--- src/rtl/assert_macros.svh ---
// Assertion helpers, clocked on clk and disabled during rst.
`ifndef ASSERT_MACROS_SVH
`define ASSERT_MACROS_SVH

// Same-cycle implication
`define FK_ASSERT_NOW(label, ante, cons, msg) \
  label: assert property (@(posedge clk) disable iff (rst) (ante) |-> (cons)) else $error(msg);

// Next-cycle implication
`define FK_ASSERT_NEXT(label, ante, cons, msg) \
  label: assert property (@(posedge clk) disable iff (rst) (ante) |=> (cons)) else $error(msg);

`endif

--- src/rtl/fk_pkg.sv ---
`timescale 1ns / 1ps
package fk_pkg;

  localparam int ANG_W = 9;
  localparam int OUT_W = 18;
  localparam int Q = 30;
  localparam int IDX_W = 7;
  localparam int SIN_W = 32;
  localparam int TAB_N = 91;
  localparam logic [63:0] PI_Q62 = 64'hC90FDAA22168C235;
  localparam logic [63:0] DEG_STEP = PI_Q62 / 64'd180;

  typedef struct packed {
    logic [IDX_W-1:0] idx;
    logic             neg;
  } fold_t;

  typedef logic [Q:0] sin_tab_t [0:TAB_N-1];

  // Q30 sine of 0..90 degrees, odd Taylor series to x^15; built at elaboration
  function automatic sin_tab_t gen_sin_tab();
    sin_tab_t    tab;
    logic [63:0] xq;
    logic [63:0] x2;
    logic [63:0] term;
    logic [63:0] sum;
    for (int r = 0; r < TAB_N; r++) begin
      xq = (DEG_STEP * 64'(r)) >> 32;
      x2 = (xq * xq) >> Q;
      term = xq;
      sum = xq;
      for (int k = 1; k <= 7; k++) begin
        term = (term * x2) >> Q;
        // divide by (2k)(2k+1)
        case (k)
          1: begin
            term = term / 64'd6;
          end
          2: begin
            term = term / 64'd20;
          end
          3: begin
            term = term / 64'd42;
          end
          4: begin
            term = term / 64'd72;
          end
          5: begin
            term = term / 64'd110;
          end
          6: begin
            term = term / 64'd156;
          end
          default: begin
            term = term / 64'd210;
          end
        endcase
        if (k[0]) begin
          sum = sum - term;
        end else begin
          sum = sum + term;
        end
      end
      tab[r] = sum[Q:0];
    end
    return tab;
  endfunction

endpackage

--- src/rtl/fk_fold.sv ---
`timescale 1ns / 1ps
// Wraps an angle (plus 90 for cosine) to 0..359 and folds it into the first quadrant.
module fk_fold (
  input  logic                            clk,
  input  logic                            en,
  input  logic                            cos_sel,
  input  logic signed [fk_pkg::ANG_W-1:0] angle,
  output fk_pkg::fold_t                   fold
);
  import fk_pkg::*;

  localparam logic signed [10:0] DEG90  = 11'sd90;
  localparam logic signed [10:0] DEG360 = 11'sd360;

  logic signed [10:0] t;
  logic signed [10:0] m;
  fold_t              fold_next;

  always_comb begin
    t = {{2{angle[ANG_W-1]}}, angle} + (cos_sel ? DEG90 : 11'sd0);
    if (t < 0) begin
      m = t + DEG360;
    end else if (t >= DEG360) begin
      m = t - DEG360;
    end else begin
      m = t;
    end
    if (m <= 11'sd90) begin
      fold_next.idx = m[IDX_W-1:0];
      fold_next.neg = 1'b0;
    end else if (m <= 11'sd180) begin
      fold_next.idx = 7'(11'sd180 - m);
      fold_next.neg = 1'b0;
    end else if (m <= 11'sd270) begin
      fold_next.idx = 7'(m - 11'sd180);
      fold_next.neg = 1'b1;
    end else begin
      fold_next.idx = 7'(DEG360 - m);
      fold_next.neg = 1'b1;
    end
  end

  always_ff @(posedge clk) begin
    if (en) begin
      fold <= fold_next;
    end
  end

endmodule

--- config.mk ---
export PLATFORM = sky130hd
export DESIGN_NAME = fk_fold
export DESIGN_NICKNAME = d
export VERILOG_FILES = /design/src/rtl/assert_macros.svh /design/src/rtl/fk_pkg.sv /design/src/rtl/fk_fold.sv
export SDC_FILE = /design/constraint.sdc
export NUM_CORES = 1
export LEC_CHECK = 0
export BUFFER_PORTS_ARGS = -buffer_cell sky130_fd_sc_hd__buf_2
export CORE_ASPECT_RATIO = 1.25
export CORE_UTILIZATION = 50
export DETAILED_ROUTE_END_ITERATION = 16
export PLACE_DENSITY = 0.7
export SLEW_MARGIN = 20
export SYNTH_ARGS = -nofsm -noshare
export SYNTH_HDL_FRONTEND = slang
export SYNTH_SLANG_ARGS = --single-unit
--- constraint.sdc ---
create_clock -name clk -period 5.2 [get_ports clk]
set_input_delay 0.78 -clock clk [delete_from_list [all_inputs] [get_ports clk]]
set_output_delay 0.78 -clock clk [all_outputs]
set_load 0.05 [all_outputs]
== Word level (Yosys, flattened, before mapping) ==
Cells that the tools add are included.
Word-level totals
  bits in registers: 8
  latch bits: 0
  memory bits (writable): 0
  memory bits (read-only): 0
  input port bits: 12
  output and inout bits: 8
  memories: 0
Operators by class
  $add $sub $neg: 6
  multipliers: 0
  div/mod/pow operators: 0
  $lt $le $gt $ge: 5
  equal/unequal tests: 0
  shift operators: 0
  multiplexer cells: 6
  bitwise gates (word level): 0
  reductions and logical operators: 1
Operators with widths (count)
  $mux W8: 3
  $mux W11: 2
  $add A10 B10 Y11 const B: 1
  $le A11 B10 Y1 const B: 1
  $le A11 B8 Y1 const B: 1
  $le A11 B9 Y1 const B: 1
  $sub A10 B10 Y11 const B: 1
  $add A9 B8 Y10: 1
  $ge A10 B10 Y1 const B: 1
  $lt A10 B1 Y1 const B: 1
  $mux W7: 1
  $sub A6 B7 Y7 const A: 1
  $sub A7 B7 Y7 const A: 1
  $sub A7 B7 Y7 const B: 1
  $reduce_or A2 Y1: 1

== Depth between registers and ports, before layout ==
  word-level depth: 9
  mapped depth: 17
  gate-level depth less buffers: 15

== Worst setup path after synthesis ==
Ideal clock, no wire load.
  path kind: input -> register
  start: in cos_sel
  end: reg fold[4] in the netlist's numbering (data pin)
  setup time: 0.259 ns
  arrival: 3.897 ns
  slack: 1.044 ns
  stages: 15
  path through: ha_1 > ha_1 > and2b_2 > nor2_2 > ha_1 > o31ai_1 > a311o_1 > and3_1 > buf_6 > ha_1 > a22oi_1 > a31oi_1 > o211ai_1 > o32ai_1 > a211o_1
RTL lines
  from (decl): RTL line fk_fold.sv:6  | input logic cos_sel,
  to (signal assigned): RTL line fk_fold.sv:45  | fold <= fold_next;
  to (decl): RTL line fk_fold.sv:8  | output fk_pkg::fold_t fold

==> results.md <==
- Compared with the post-synthesis result, the final layout area differs by 8.159%.
- The worst-path cell with the longest stage delay is sky130_fd_sc_hd__o211ai_1.
- The routed wirelength normalized by instance count is 18.69 microns.
- The worst setup path is captured at a register.
- STA classifies the critical path startpoint as a primary input.
- For the final routed database, the setup TNS stands at 0 ns.
- For the pin with the worst max-slew slack, the measured transition is 0.6618 ns.
- The flip-flop and latch count after synthesis is 8.
- Detailed routing placed a total of 2533 microns of wire on met2.
- The share of power burned in combinational logic is 68.6%.
- The DRC violation total after the first TritonRoute iteration is 131.
- The part of the Yosys area used for sequential elements is 13.86%.
- Setup repair after global routing left no endpoint under its margin.
- The share of cells above drive strength 1 is 22.03%.
- Among cell families on the critical path, the largest total delay comes from compound AO/OA/AOI/OAI gates.
- Setup violations remaining at the end of the flow were counted as 0.
- The number of I/O pins is 20.
- The final critical path takes up 93.15% of the cycle.
- For this design the ratio of total power to cell area is 298.5 mW/mm^2.
- Based on the critical path, the design can be clocked at up to 0.2065 GHz.
- Counting every sink on the clock net gives 8.
- The setup fix buffers added after clock tree synthesis is 0.
- In this run the number of H-tree levels came out at 1.
- The arrival time at the worst endpoint is 4.81 ns.
- The average vias per placed instance is 7.318.
- For this run the aggregate overflow at the end of global routing stands at 0.
- The count of pins over their slew limit came to 0.
- The class of the most critical hold timing path is primary input to register.
- The number of hold violations in the final report is 0.
- In the synthesized netlist, the number of instances is 211.
- The leakage power of the design is 0.7137 nW.
- The synthesized netlist occupies a cell area of 0.001733 sq mm.
- Clock tree synthesis selected as its root buffer the cell sky130_fd_sc_hd__clkbuf_8.
- Counting the buffers created by CTS gives 3.
- The count of standard-cell rows is 23.
- The die covers 0.003707 sq mm.
- The number of global-route vias before repair came to 1782.
- The internal portion of total power is 275.4 uW.
- The type of the worst setup path is primary input to register.
- The highest layer touched by signal routing is met4.
- For this design the total switching power over the nets is 284.1 uW.
- The largest voltage drop on the vdd net is 0.2635 mV.
- The dominant cell type by count on the critical path is sky130_fd_sc_hd__ha_1.
- The post-detailed-routing wire length is 4933 microns.
- The number of hold buffers added after CTS is 0.
- Of all nets on the critical path, the largest fanout is 9.
- The top cell type by total area after synthesis is sky130_fd_sc_hd__edfxtp_1.
- The fill cell total of the finished layout is 306.
- Max-cap violations in this run came to 0.
- The routed layout has 1932 vias.
- Yosys printed 0 warnings.
- Counting I/O delays and the setup requirement, the final critical path takes 4.844 ns.
- The utilization after layout is 57.64%.
- After synthesis, the cell types taking the most area are sky130_fd_sc_hd__edfxtp_1 (14%), sky130_fd_sc_hd__ha_1 (10%), sky130_fd_sc_hd__a21oi_1 (4.6%).
- The worst hold slack is 0.7746 ns.
- The number of antenna violations at the first check in global routing is 0.
- The data required time of the critical path is 5.17 ns.
- Counting both buffers and inverters, the worst setup path holds a total of 1.
- The number of nets handed over by synthesis was 237.
- The wire-length estimate of the detail-placed layout is 3869 microns.
- The run finished with clean final reports.
- The largest registers in the layout are fold: 8 flops.
- For this run, design rule violations remaining after detail routing come to 0.
- The met1 wire length is 1795 microns.
- Counting flops with a built-in enable in the synthesized netlist gives 8.
- A synthesized cell averages 8.213 sq um.
- The maximum clock path buffer count is 2.
- Global routing consumed, over all layers together, 28.65% of the routing resources.
- The distinct cell type count of the synthesized netlist is 74.
- 0 antenna diodes ended up in the layout.
- Measured against its own limit, the worst slew margin works out to 55.84%.
- The floorplan die height is 67.82 microns.
- After floorplanning, the core was sized to cover 0.003252 sq mm.
- fold holds more flip-flops than any other register.
- The share of total power dissipated in sequential elements is 18.3%.
- The first-pass iteration count of the detailed router is 5.
- The flip-flop cell with the highest count after synthesis is sky130_fd_sc_hd__edfxtp_1.
- Traced cell by cell, the critical path runs through buf_2, ha_1, ha_1, and2b_2, nor2_2, ha_1, o31ai_1, a311o_1, and3_1, ha_1, a22oi_1, a31oi_1, o211ai_1, o32ai_1, a211o_1.
- The die is 54.66 microns wide.
- Routability-driven placement finished with a final weighted congestion of 1.027.
- The switching part of the total is 50.78%.
- In this design, the stage delay of the slowest critical-path cell is 0.57 ns.
- Input and output buffers added on the ports amount to 19.
- The share of the synthesized area in the top cell type is 13.86%.
- The first global-routing pass estimated 7900 microns of wire.
- The register with the most flip-flops in the layout has 8 of them.
- Entering global routing, the biggest net connects 17 pins.
- The share of total power dissipated in the clock network is 13.1%.
- The number of nets with antenna violations after routing is 0.
- The routed design uses 336 microns of met3 wire.
- The fraction of registers with async set/reset is 0%.
- The initial standard-cell utilization of the core is 53.29%.
- Clock-pin slew was measured on the worst setup and hold paths at 0.04 ns.
- The number of gates resized after cts is 0.
- The count of nets after finishing is 255.
- The clock tree from TritonCTS is built.
-- power groups by stage --
stage / Clock [mW] / Combinational [mW] / Sequential [mW]
after global placement: 0 / 0.368 / 0.103
after detailed placement: 0 / 0.375 / 0.104
after CTS: 0.0746 / 0.376 / 0.103
after floorplan: 0 / 0.236 / 0.170
final: 0.0733 / 0.384 / 0.102
after global routing: 0.0777 / 0.413 / 0.107
-- worst paths after layout --
path | cells past startpoint | slack [ns] | startpoint | to
worst max-delay path | 15 | 0.36 | cos_sel | fold[4]
worst min-delay path | 1 | 0.77 | angle[0] | fold[1]
-- cells in the final DEF, fill, tap and decap left out, types with 4 or more instances in the layout --
| cell | n |
|---|---|
| sky130_fd_sc_hd__inv_1 | 10 |
| sky130_fd_sc_hd__a21oi_1 | 16 |
| sky130_fd_sc_hd__o211ai_1 | 8 |
| sky130_fd_sc_hd__buf_2 | 19 |
| sky130_fd_sc_hd__o211a_1 | 4 |
| sky130_fd_sc_hd__xnor2_1 | 5 |
| sky130_fd_sc_hd__o21ai_0 | 10 |
| sky130_fd_sc_hd__nor2_1 | 14 |
| sky130_fd_sc_hd__a31oi_1 | 4 |
| sky130_fd_sc_hd__nand3_1 | 5 |
| sky130_fd_sc_hd__edfxtp_1 | 8 |
| sky130_fd_sc_hd__and2_1 | 4 |
| sky130_fd_sc_hd__ha_1 | 14 |
| sky130_fd_sc_hd__nand4_1 | 4 |
| sky130_fd_sc_hd__nand2_1 | 15 |
-- metrics by stage --
step           total power [mW]  instance area [sq um]  setup WS, ns  cells
2_1_floorplan            0.4060                   1733         1.044    211
3_3_place_gp             0.4713                   1833        0.3035    261
3_5_place_dp             0.4783                   1833        0.2513    261
4_1_cts                  0.5538                   1874        0.4853    264
5_1_grt                  0.5974                   1874        0.1195    264
6_report                 0.5596                   1874        0.3564    264
-- routing by layer --
metal  vias to the layer above  global-route usage, %
li1                        886                      -
met1                       885                  29.00
met2                       127                  53.77
met3                        34                  2.000
met4                         0                  18.27
met5                         -                      0
-- area by class of cell --
| type | instances | area [sq um] | share of cell area, % |
|---|---|---|---|
| sequential | 8 | 240.2 | 12.82 |
| timing repair buffer | 21 | 110.1 | 5.875 |
| multi-input combinational | 184 | 1393 | 74.30 |
| tap | 37 | 46.29 | 2.470 |
| clock buffer | 3 | 41.29 | 2.203 |
| inverter | 11 | 43.79 | 2.336 |
-- cell families after synthesis --
group,Yosys count,share of synthesized area (%)
XOR/XNOR,8,4.477
flip-flops,8,13.86
AND/OR/NAND/NOR,68,22.82
multiplexers,1,0.5776
adder cells (fa/ha/maj),14,10.11
AO/OA/AOI/OAI,93,42.38
buffers and inverters,19,5.776
-- synthesized netlist by cell type, types with 4 or more instances --
| master | n |
|---|---|
| sky130_fd_sc_hd__nand3_1 | 5 |
| sky130_fd_sc_hd__edfxtp_1 | 8 |
| sky130_fd_sc_hd__o211ai_1 | 8 |
| sky130_fd_sc_hd__nand4_1 | 4 |
| sky130_fd_sc_hd__xnor2_1 | 5 |
| sky130_fd_sc_hd__a31oi_1 | 4 |
| sky130_fd_sc_hd__o21ai_0 | 10 |
| sky130_fd_sc_hd__o211a_1 | 4 |
| sky130_fd_sc_hd__inv_1 | 10 |
| sky130_fd_sc_hd__and2_1 | 4 |
| sky130_fd_sc_hd__nor2_1 | 14 |
| sky130_fd_sc_hd__ha_1 | 14 |
| sky130_fd_sc_hd__nand2_1 | 15 |
| sky130_fd_sc_hd__a21oi_1 | 16 |
Note: power is estimated with default switching activity, not from simulation.
